--- src/q2e_pkg.sv ---
`default_nettype none
package q2e_pkg;

  localparam int QuatW           = 16;
  localparam int ProdW           = 32;
  localparam int TermW           = 34;
  localparam int CordW           = 36;
  localparam int ZW              = 34;
  localparam int AngW            = 18;
  localparam int OutW            = 16;
  localparam int AtanLen         = 24;
  localparam int DefCordicStages = 16;
  localparam int SqrtSteps       = 29;
  localparam int RadW            = 57;
  localparam int RootW           = 29;
  localparam int RemW            = 59;
  localparam int SinpW           = 30;

  localparam logic signed [TermW-1:0] OneQ28 = 34'sd268435456;
  localparam logic signed [ZW-1:0]    PiZ    = 34'sd2147483648;

  function automatic logic [31:0] atan_lut(input int unsigned idx);
    logic [31:0] v;
    case (idx)
      0:  v = 32'h20000000;
      1:  v = 32'h12E4051E;
      2:  v = 32'h09FB385B;
      3:  v = 32'h051111D4;
      4:  v = 32'h028B0D43;
      5:  v = 32'h0145D7E1;
      6:  v = 32'h00A2F61E;
      7:  v = 32'h00517C55;
      8:  v = 32'h0028BE53;
      9:  v = 32'h00145F2F;
      10: v = 32'h000A2F98;
      11: v = 32'h000517CC;
      12: v = 32'h00028BE6;
      13: v = 32'h000145F3;
      14: v = 32'h0000A2F9;
      15: v = 32'h0000517D;
      16: v = 32'h000028BE;
      17: v = 32'h0000145F;
      18: v = 32'h00000A30;
      19: v = 32'h00000518;
      20: v = 32'h0000028C;
      21: v = 32'h00000146;
      22: v = 32'h000000A3;
      23: v = 32'h00000051;
      default: v = 32'h00000000;
    endcase
    return v;
  endfunction

endpackage
`default_nettype wire

--- src/q2e_isqrt.sv ---
`default_nettype none
module q2e_isqrt #(
  parameter int TAG_W = 1
) (
  input  wire logic                           clk_i,
  input  wire logic                           rst_ni,
  input  wire logic                           valid_i,
  input  wire logic [q2e_pkg::RadW-1:0]       rad_i,
  input  wire logic [TAG_W-1:0]               tag_i,
  output logic                                valid_o,
  output logic [q2e_pkg::RootW-1:0]           root_o,
  output logic [TAG_W-1:0]                    tag_o
);

  localparam int Steps = q2e_pkg::SqrtSteps;
  localparam int RemW  = q2e_pkg::RemW;
  localparam int RootW = q2e_pkg::RootW;

  logic [Steps-1:0]  v_q;
  logic [RemW-1:0]   rem_q  [0:Steps-1];
  logic [RootW-1:0]  root_q [0:Steps-1];
  logic [TAG_W-1:0]  tag_q  [0:Steps-1];

  always_ff @(posedge clk_i or negedge rst_ni) begin
    if (!rst_ni) begin
      v_q <= '0;
    end else begin
      v_q <= {v_q[Steps-2:0], valid_i};
    end
  end

  for (genvar j = 0; j < Steps; j++) begin : g_step
    localparam int K = Steps - 1 - j;
    logic [RemW-1:0]  rem_src;
    logic [RootW-1:0] root_src;
    logic [TAG_W-1:0] tag_src;
    logic [RemW-1:0]  trial;

    if (j == 0) begin : g_first
      assign rem_src  = {{(RemW-q2e_pkg::RadW){1'b0}}, rad_i};
      assign root_src = '0;
      assign tag_src  = tag_i;
    end else begin : g_next
      assign rem_src  = rem_q[j-1];
      assign root_src = root_q[j-1];
      assign tag_src  = tag_q[j-1];
    end

    assign trial = ({{(RemW-RootW){1'b0}}, root_src} << (K + 1))
                 + ({{(RemW-1){1'b0}}, 1'b1} << (2 * K));

    always_ff @(posedge clk_i) begin
      tag_q[j] <= tag_src;
      if (rem_src >= trial) begin
        rem_q[j]  <= rem_src - trial;
        root_q[j] <= root_src | ({{(RootW-1){1'b0}}, 1'b1} << K);
      end else begin
        rem_q[j]  <= rem_src;
        root_q[j] <= root_src;
      end
    end
  end

  assign valid_o = v_q[Steps-1];
  assign root_o  = root_q[Steps-1];
  assign tag_o   = tag_q[Steps-1];

endmodule
`default_nettype wire

--- config.mk ---
export PLATFORM = sky130hd
export DESIGN_NAME = q2e_isqrt
export DESIGN_NICKNAME = d
export VERILOG_FILES = /design/src/q2e_pkg.sv /design/src/q2e_isqrt.sv
export SDC_FILE = /design/constraint.sdc
export NUM_CORES = 2
export LEC_CHECK = 0
export ABC_AREA = 1
export BUFFER_PORTS_ARGS = -buffer_cell sky130_fd_sc_hd__buf_4
export CAP_MARGIN = 20
export CORE_ASPECT_RATIO = 0.6
export CORE_MARGIN = 2
export CORE_UTILIZATION = 45
export DETAILED_ROUTE_END_ITERATION = 10
export GPL_TIMING_DRIVEN = 0
export PLACE_DENSITY_LB_ADDON = 0.25
export SLEW_MARGIN = 20
export SYNTH_ARGS = -nofsm -noshare
export SYNTH_HDL_FRONTEND = slang
export SYNTH_SLANG_ARGS = --single-unit
--- constraint.sdc ---
create_clock -name clk_i -period 4.6 [get_ports clk_i]
set_input_delay 0.92 -clock clk_i [delete_from_list [all_inputs] [get_ports clk_i]]
set_output_delay 0.92 -clock clk_i [all_outputs]
set_load 0.02 [all_outputs]
==> After elaboration in Yosys (flattened, before gate mapping) <==
Memories as Yosys holds them, arrays and structs flattened.
Cells that the tools add are included.
{ "word_totals": {"out_inout_bits": 31, "inputBits": 61, "reg_bits": 29, "mem_bits_rw": 2581, "wordCells": 293, "memories": 3} }
{ "classes": {"magnitude_cmp": 29, "addsub": 57, "bitwise_logic": 58, "muxes": 145} }
{ "memory_table": {"columns": ["name", "words", "word_bits", "read_ports", "rd_clocked_by_memory_dff", "write_ports", "line_no", "text"], "rows": [
  ["rem_q", 29, 59, 28, 0, 29, "q2e_isqrt.sv:20", "logic [RemW-1:0] rem_q [0:Steps-1];"],
  ["root_q", 29, 29, 29, 0, 29, "q2e_isqrt.sv:21", "logic [RootW-1:0] root_q [0:Steps-1];"],
  ["tag_q", 29, 1, 29, 0, 29, "q2e_isqrt.sv:22", "logic [TAG_W-1:0] tag_q [0:Steps-1];"]
]} }
{ "ops": {"columns": ["cell", "count"], "rows": [
  ["$mux W59", 29],
  ["$mux W29", 29],
  ["$mux W1", 87],
  ["$ge A59 B31 Y1", 1],
  ["$ge A59 B32 Y1", 1],
  ["$ge A59 B33 Y1", 1],
  ["$ge A59 B34 Y1", 1],
  ["$ge A59 B35 Y1", 1],
  ["$ge A59 B36 Y1", 1],
  ["$ge A59 B37 Y1", 1],
  ["$ge A59 B38 Y1", 1],
  ["$ge A59 B39 Y1", 1],
  ["$ge A59 B40 Y1", 1],
  ["$ge A59 B41 Y1", 1],
  ["$ge A59 B42 Y1", 1],
  ["$ge A59 B43 Y1", 1],
  ["$ge A59 B44 Y1", 1],
  ["$ge A59 B45 Y1", 1],
  ["$ge A59 B46 Y1", 1],
  ["$ge A59 B47 Y1", 1],
  ["$ge A59 B48 Y1", 1],
  ["$ge A59 B49 Y1", 1],
  ["$ge A59 B50 Y1", 1],
  ["$ge A59 B51 Y1", 1],
  ["66 further kinds", 123]
]} }

==> Longest topological paths before layout <==
An unclocked memory read counts as a cell.
{ "logic_depth": {"ltp_word": 6, "depth_mapped": 17, "mapped_depth_nobuf": 16} }

==> Worst setup path after synthesis <==
OpenSTA, ideal clock, no wires.
{ "synth_path": {"path_type": "flip-flop to flip-flop", "start": "mem root_q[6][22] (netlist: root_q[0][196])", "end": "mem rem_q[7][50] (netlist: rem_q[0][463])", "setup_time_ns": 0.113, "arrival_ns": 1.840, "path_buffers": 1, "path_slack_ns": 2.647, "required_ns": 4.487, "path_stages_with_launch": 12, "cell_sequence": "dfxtp_1 inv_1 ha_1 a21oi_1 o21ai_0 nand2_1 nand2_1 a211oi_4 nand2_4 buf_2 nand2_1 nand2_1"} }
{ "synth_lines": {"columns": ["element", "line_no"], "rows": [
  ["from (decl)", "q2e_isqrt.sv:21"],
  ["to (decl)", "q2e_isqrt.sv:20"]
]} }

==> summary.txt <==
Synth area leader = dfxtp_1
Port Buffers = 90
setup slack, reg-to-reg = 530 ps
largest net degree at the start of global routing = 30
routed vias = 95.94k
core region area = 225,700 um^2
clk sink count = 2,144
Tot GR Track Use = 0.3365
ranking of synthesized cells by area = dfxtp_1 (41%), nand2_1 (18%), inv_1 (9.5%), nor2_1 (6.2%), ha_1 (5.6%)
EDFF count, synth = 0
post-synthesis sequential area ratio = 0.4217
Yosys warnings = 0
Setup Fix Bufs, Post-CTS = 0
FF-to-FF End = rem_q[1][518]$_DFF_P_
Multi-input gate area = 48,490 um^2
fill count = 22.92k
P_leak = 59.36 nW
Least-Margin Pin Slew = 1296 ps
Worst Path Buf+Inv = 3
Setup crit start = root_q[1][213]$_DFF_P_
drt first pass iters = 7
crit-path cells = inv_1 -> ha_1 -> nand2_1 -> nor2_1 -> nand4_1 -> nor3_2 -> nor2_2 -> nand2_4 -> inv_4 -> buf_6 -> a21oi_1
CTS root buffer = clkbuf_16
Cells after Synth = 14.95k
Die Area = 230,900 um^2
Final Hold Vio Count = 0
initial antenna violation count = 19
vias in the first global route = 82.32k
clock latency on the worst-skew pair = 910 ps
pre-CTS WS = 1024 ps
DR WL/cell = 21.82 um
Peak VDD IR = 0.3379 mV
clock edge transition at the registers on the reported setup and hold paths = 60 ps
FFs w/ async S/R, synth = 0.01353
Max-Cap Viols = 0
Worst EP arrival = 4700 ps
final-stage net count = 15.77k
reg-to-reg startpoint = root_q[1][213]$_DFF_P_
I/O pin total = 92
DP Area = 106,600 um^2
last weighted congestion value of the routability-driven placer = 1.115
CP Capture Point = rem_q[1][518]$_DFF_P_
mean number of vias per cell = 5.208
Register Area = 43,070 um^2
CP Launch Type = flop
Setup Skew = 100.4 ps
Site Rows = 135
count leader, synth = nand2_1
Iter 0 DRT Violations = 13.87k
CP Class = flop to flop
crit-path max cell delay = 770 ps
gr ovfl total = 0
Seq cells post-synth = 2,144
WP depth = 11
area share of the largest cell type after synthesis = 0.4146
RSZ-0062 raised after global routing = false
Final Core Density = 0.5023
Sum Neg Setup Slack = 0 ps
Finished Cell Area = 113,400 um^2
first-pass GRT wire length = 567,800 um
CP max FO = 10
layout cells sized above 1 = 0.04466
fin crit share = 0.8837
initial core utilization = 0.4526
Area Overhead vs Synth = 10.99%
dpl hpwl = 340,900 um
Setup crit end kind = flop
routed wire length = 402,000 um
CTS tree = yes
# DRC = 0
CP max stage cell = a21oi_1
Hold WC Path Type = primary input to flop
Commonest cells post-synth = nand2_1 (5,013), inv_1 (2,583), dfxtp_1 (2,115)
Die Span Y = 373.0 um
worst endpoint required time = 5230 ps
Rel. slew slack = 0.1327
htree depth = 4
cell family with most CP delay = simple AND/OR/NAND/NOR gates
Final setup viols = 0
fin crit period = 4065 ps
mapped cell area = 102,100 um^2
setup ws final = 535.0 ps
Routed Antenna Nets = 0
PwrDens = 590.7 nW/um^2
R2R depth = 11
Max Fclk = 0.2460 GHz
Avg Inst Size Synth = 6.832 um^2
Inserted Clock Buffers = 201
Netlist cell types = 57
non-filler cells, final = 18.42k
CTS Buffer Depth = 4
status = completed
ys flop type = dfxtp_1
max-slew violations = 0
chip width = 619.0 um
number of placed cells counting well taps = 18.06k
## stage by stage
step                hold WS (ps)  power [mW]
floorplan                  309.6       38.83
global placement           309.6       48.22
global route               47.18       69.92
CTS                        22.24       65.39
finish                     102.5       66.96
detailed placement         312.1       48.07
## area by class of cell
cell class                 count  share of cell area
buffer                       114            0.007163
timing repair buffer          92            0.006115
multi-input combinational  10090              0.4278
clock buffer                 254             0.04791
sequential                  2144              0.3799
clock inverter               107             0.01157
tap                         3014             0.03327
antenna                        5           0.0001104
inverter                    2601             0.08619
## placed cells by master, fill, tap and decap left out, types with 18 or more instances in the layout
| master | Yosys | final |
|---|---|---|
| ha_1 | 460 | 460 |
| nor2_2 | 26 | 27 |
| clkbuf_1 | 7 | 42 |
| nand3b_1 | 75 | 75 |
| nand2_1 | 5013 | 5013 |
| clkbuf_16 | 0 | 203 |
| buf_2 | 56 | 56 |
| o21ai_1 | 67 | 69 |
| xnor2_1 | 178 | 178 |
| nand3_1 | 826 | 826 |
| dfxtp_1 | 2115 | 2115 |
| a21oi_2 | 24 | 24 |
| xor2_1 | 218 | 218 |
| a21oi_1 | 505 | 505 |
| nor4_1 | 102 | 102 |
| clkinv_2 | 0 | 30 |
| nand2_2 | 22 | 22 |
| dfrtp_1 | 29 | 29 |
| nor3_1 | 140 | 140 |
| inv_1 | 2583 | 2583 |
| nand4_1 | 299 | 299 |
| buf_6 | 30 | 30 |
| o21bai_1 | 22 | 22 |
| and2_1 | 21 | 21 |
| o21ai_0 | 256 | 254 |
| o21ai_2 | 18 | 18 |
| buf_4 | 17 | 107 |
| bufinv_16 | 0 | 23 |
| nor2_1 | 1683 | 1682 |
| or2_2 | 23 | 23 |
## worst reg2reg max path: stages, from the launching register on
cell and delay (ps):
dfxtp_1 660, inv_1 100, ha_1 380, nand2_1 130, nor2_1 350, nand4_1 460, nor3_2 450, nor2_2 80
nand2_4 210, inv_4 100, buf_6 170, a21oi_1 770
## per-layer routing
metal | part of all wire | track usage | vias to the layer above
li1 | - | - | 46600
met1 | 0.51 | 0.5601 | 43550
met2 | 0.28 | 0.3233 | 5449
met3 | 0.20 | 0.2198 | 330
met4 | 0.011 | 0.03909 | 10
met5 | 0.00077 | 0 | -
## report_power, final
group,total (mW),switching [mW],internal [mW]
registers,28.3,5.83,22.5
logic,21.3,15.1,6.27
clock network,17.3,7.55,9.73
total,67.0,28.4,38.5
## logic make-up after synthesis
| logic type | count (synthesis) | synth area share |
|---|---|---|
| AND/OR/NAND/NOR | 8278 | 0.3335 |
| buffers and inverters | 2715 | 0.1036 |
| flip-flops | 2144 | 0.4217 |
| AO/OA/AOI/OAI | 956 | 0.05084 |
| adder cells (fa/ha/maj) | 460 | 0.05635 |
| XOR/XNOR | 396 | 0.03396 |
| other | 1 | 0.00003672 |
## how the worst min path moves through the flow
stage / from / slack, ps / cells past startpoint / end
after floorplan: tag_q[0][9]$_DFF_P_ / 310 / 0 / tag_q[0][10]$_DFF_P_
after global placement: tag_q[0][5]$_DFF_P_ / 310 / 0 / tag_q[0][6]$_DFF_P_
after detailed placement: tag_q[0][14]$_DFF_P_ / 310 / 0 / tag_q[0][15]$_DFF_P_
after CTS: rad_i[34] / 20 / 1 / rem_q[0][34]$_DFF_P_
after global routing: rad_i[49] / 50 / 1 / rem_q[0][49]$_DFF_P_
final: rad_i[34] / 100 / 1 / rem_q[0][34]$_DFF_P_
## sequential cells by signal, summed over array words and instances (netlist names)
name / count
rem_q: 1651
v_q: 29
root_q: 435
tag_q: 29
## timing repair
action | in CTS | in global routing
setup endpoints to repair | 0 | 0
resized for setup | 0 | 0
hold buffers | 1 | 0
endpoints found under the hold margin | 29 | 0
Note: power is estimated with default switching activity, not from simulation.
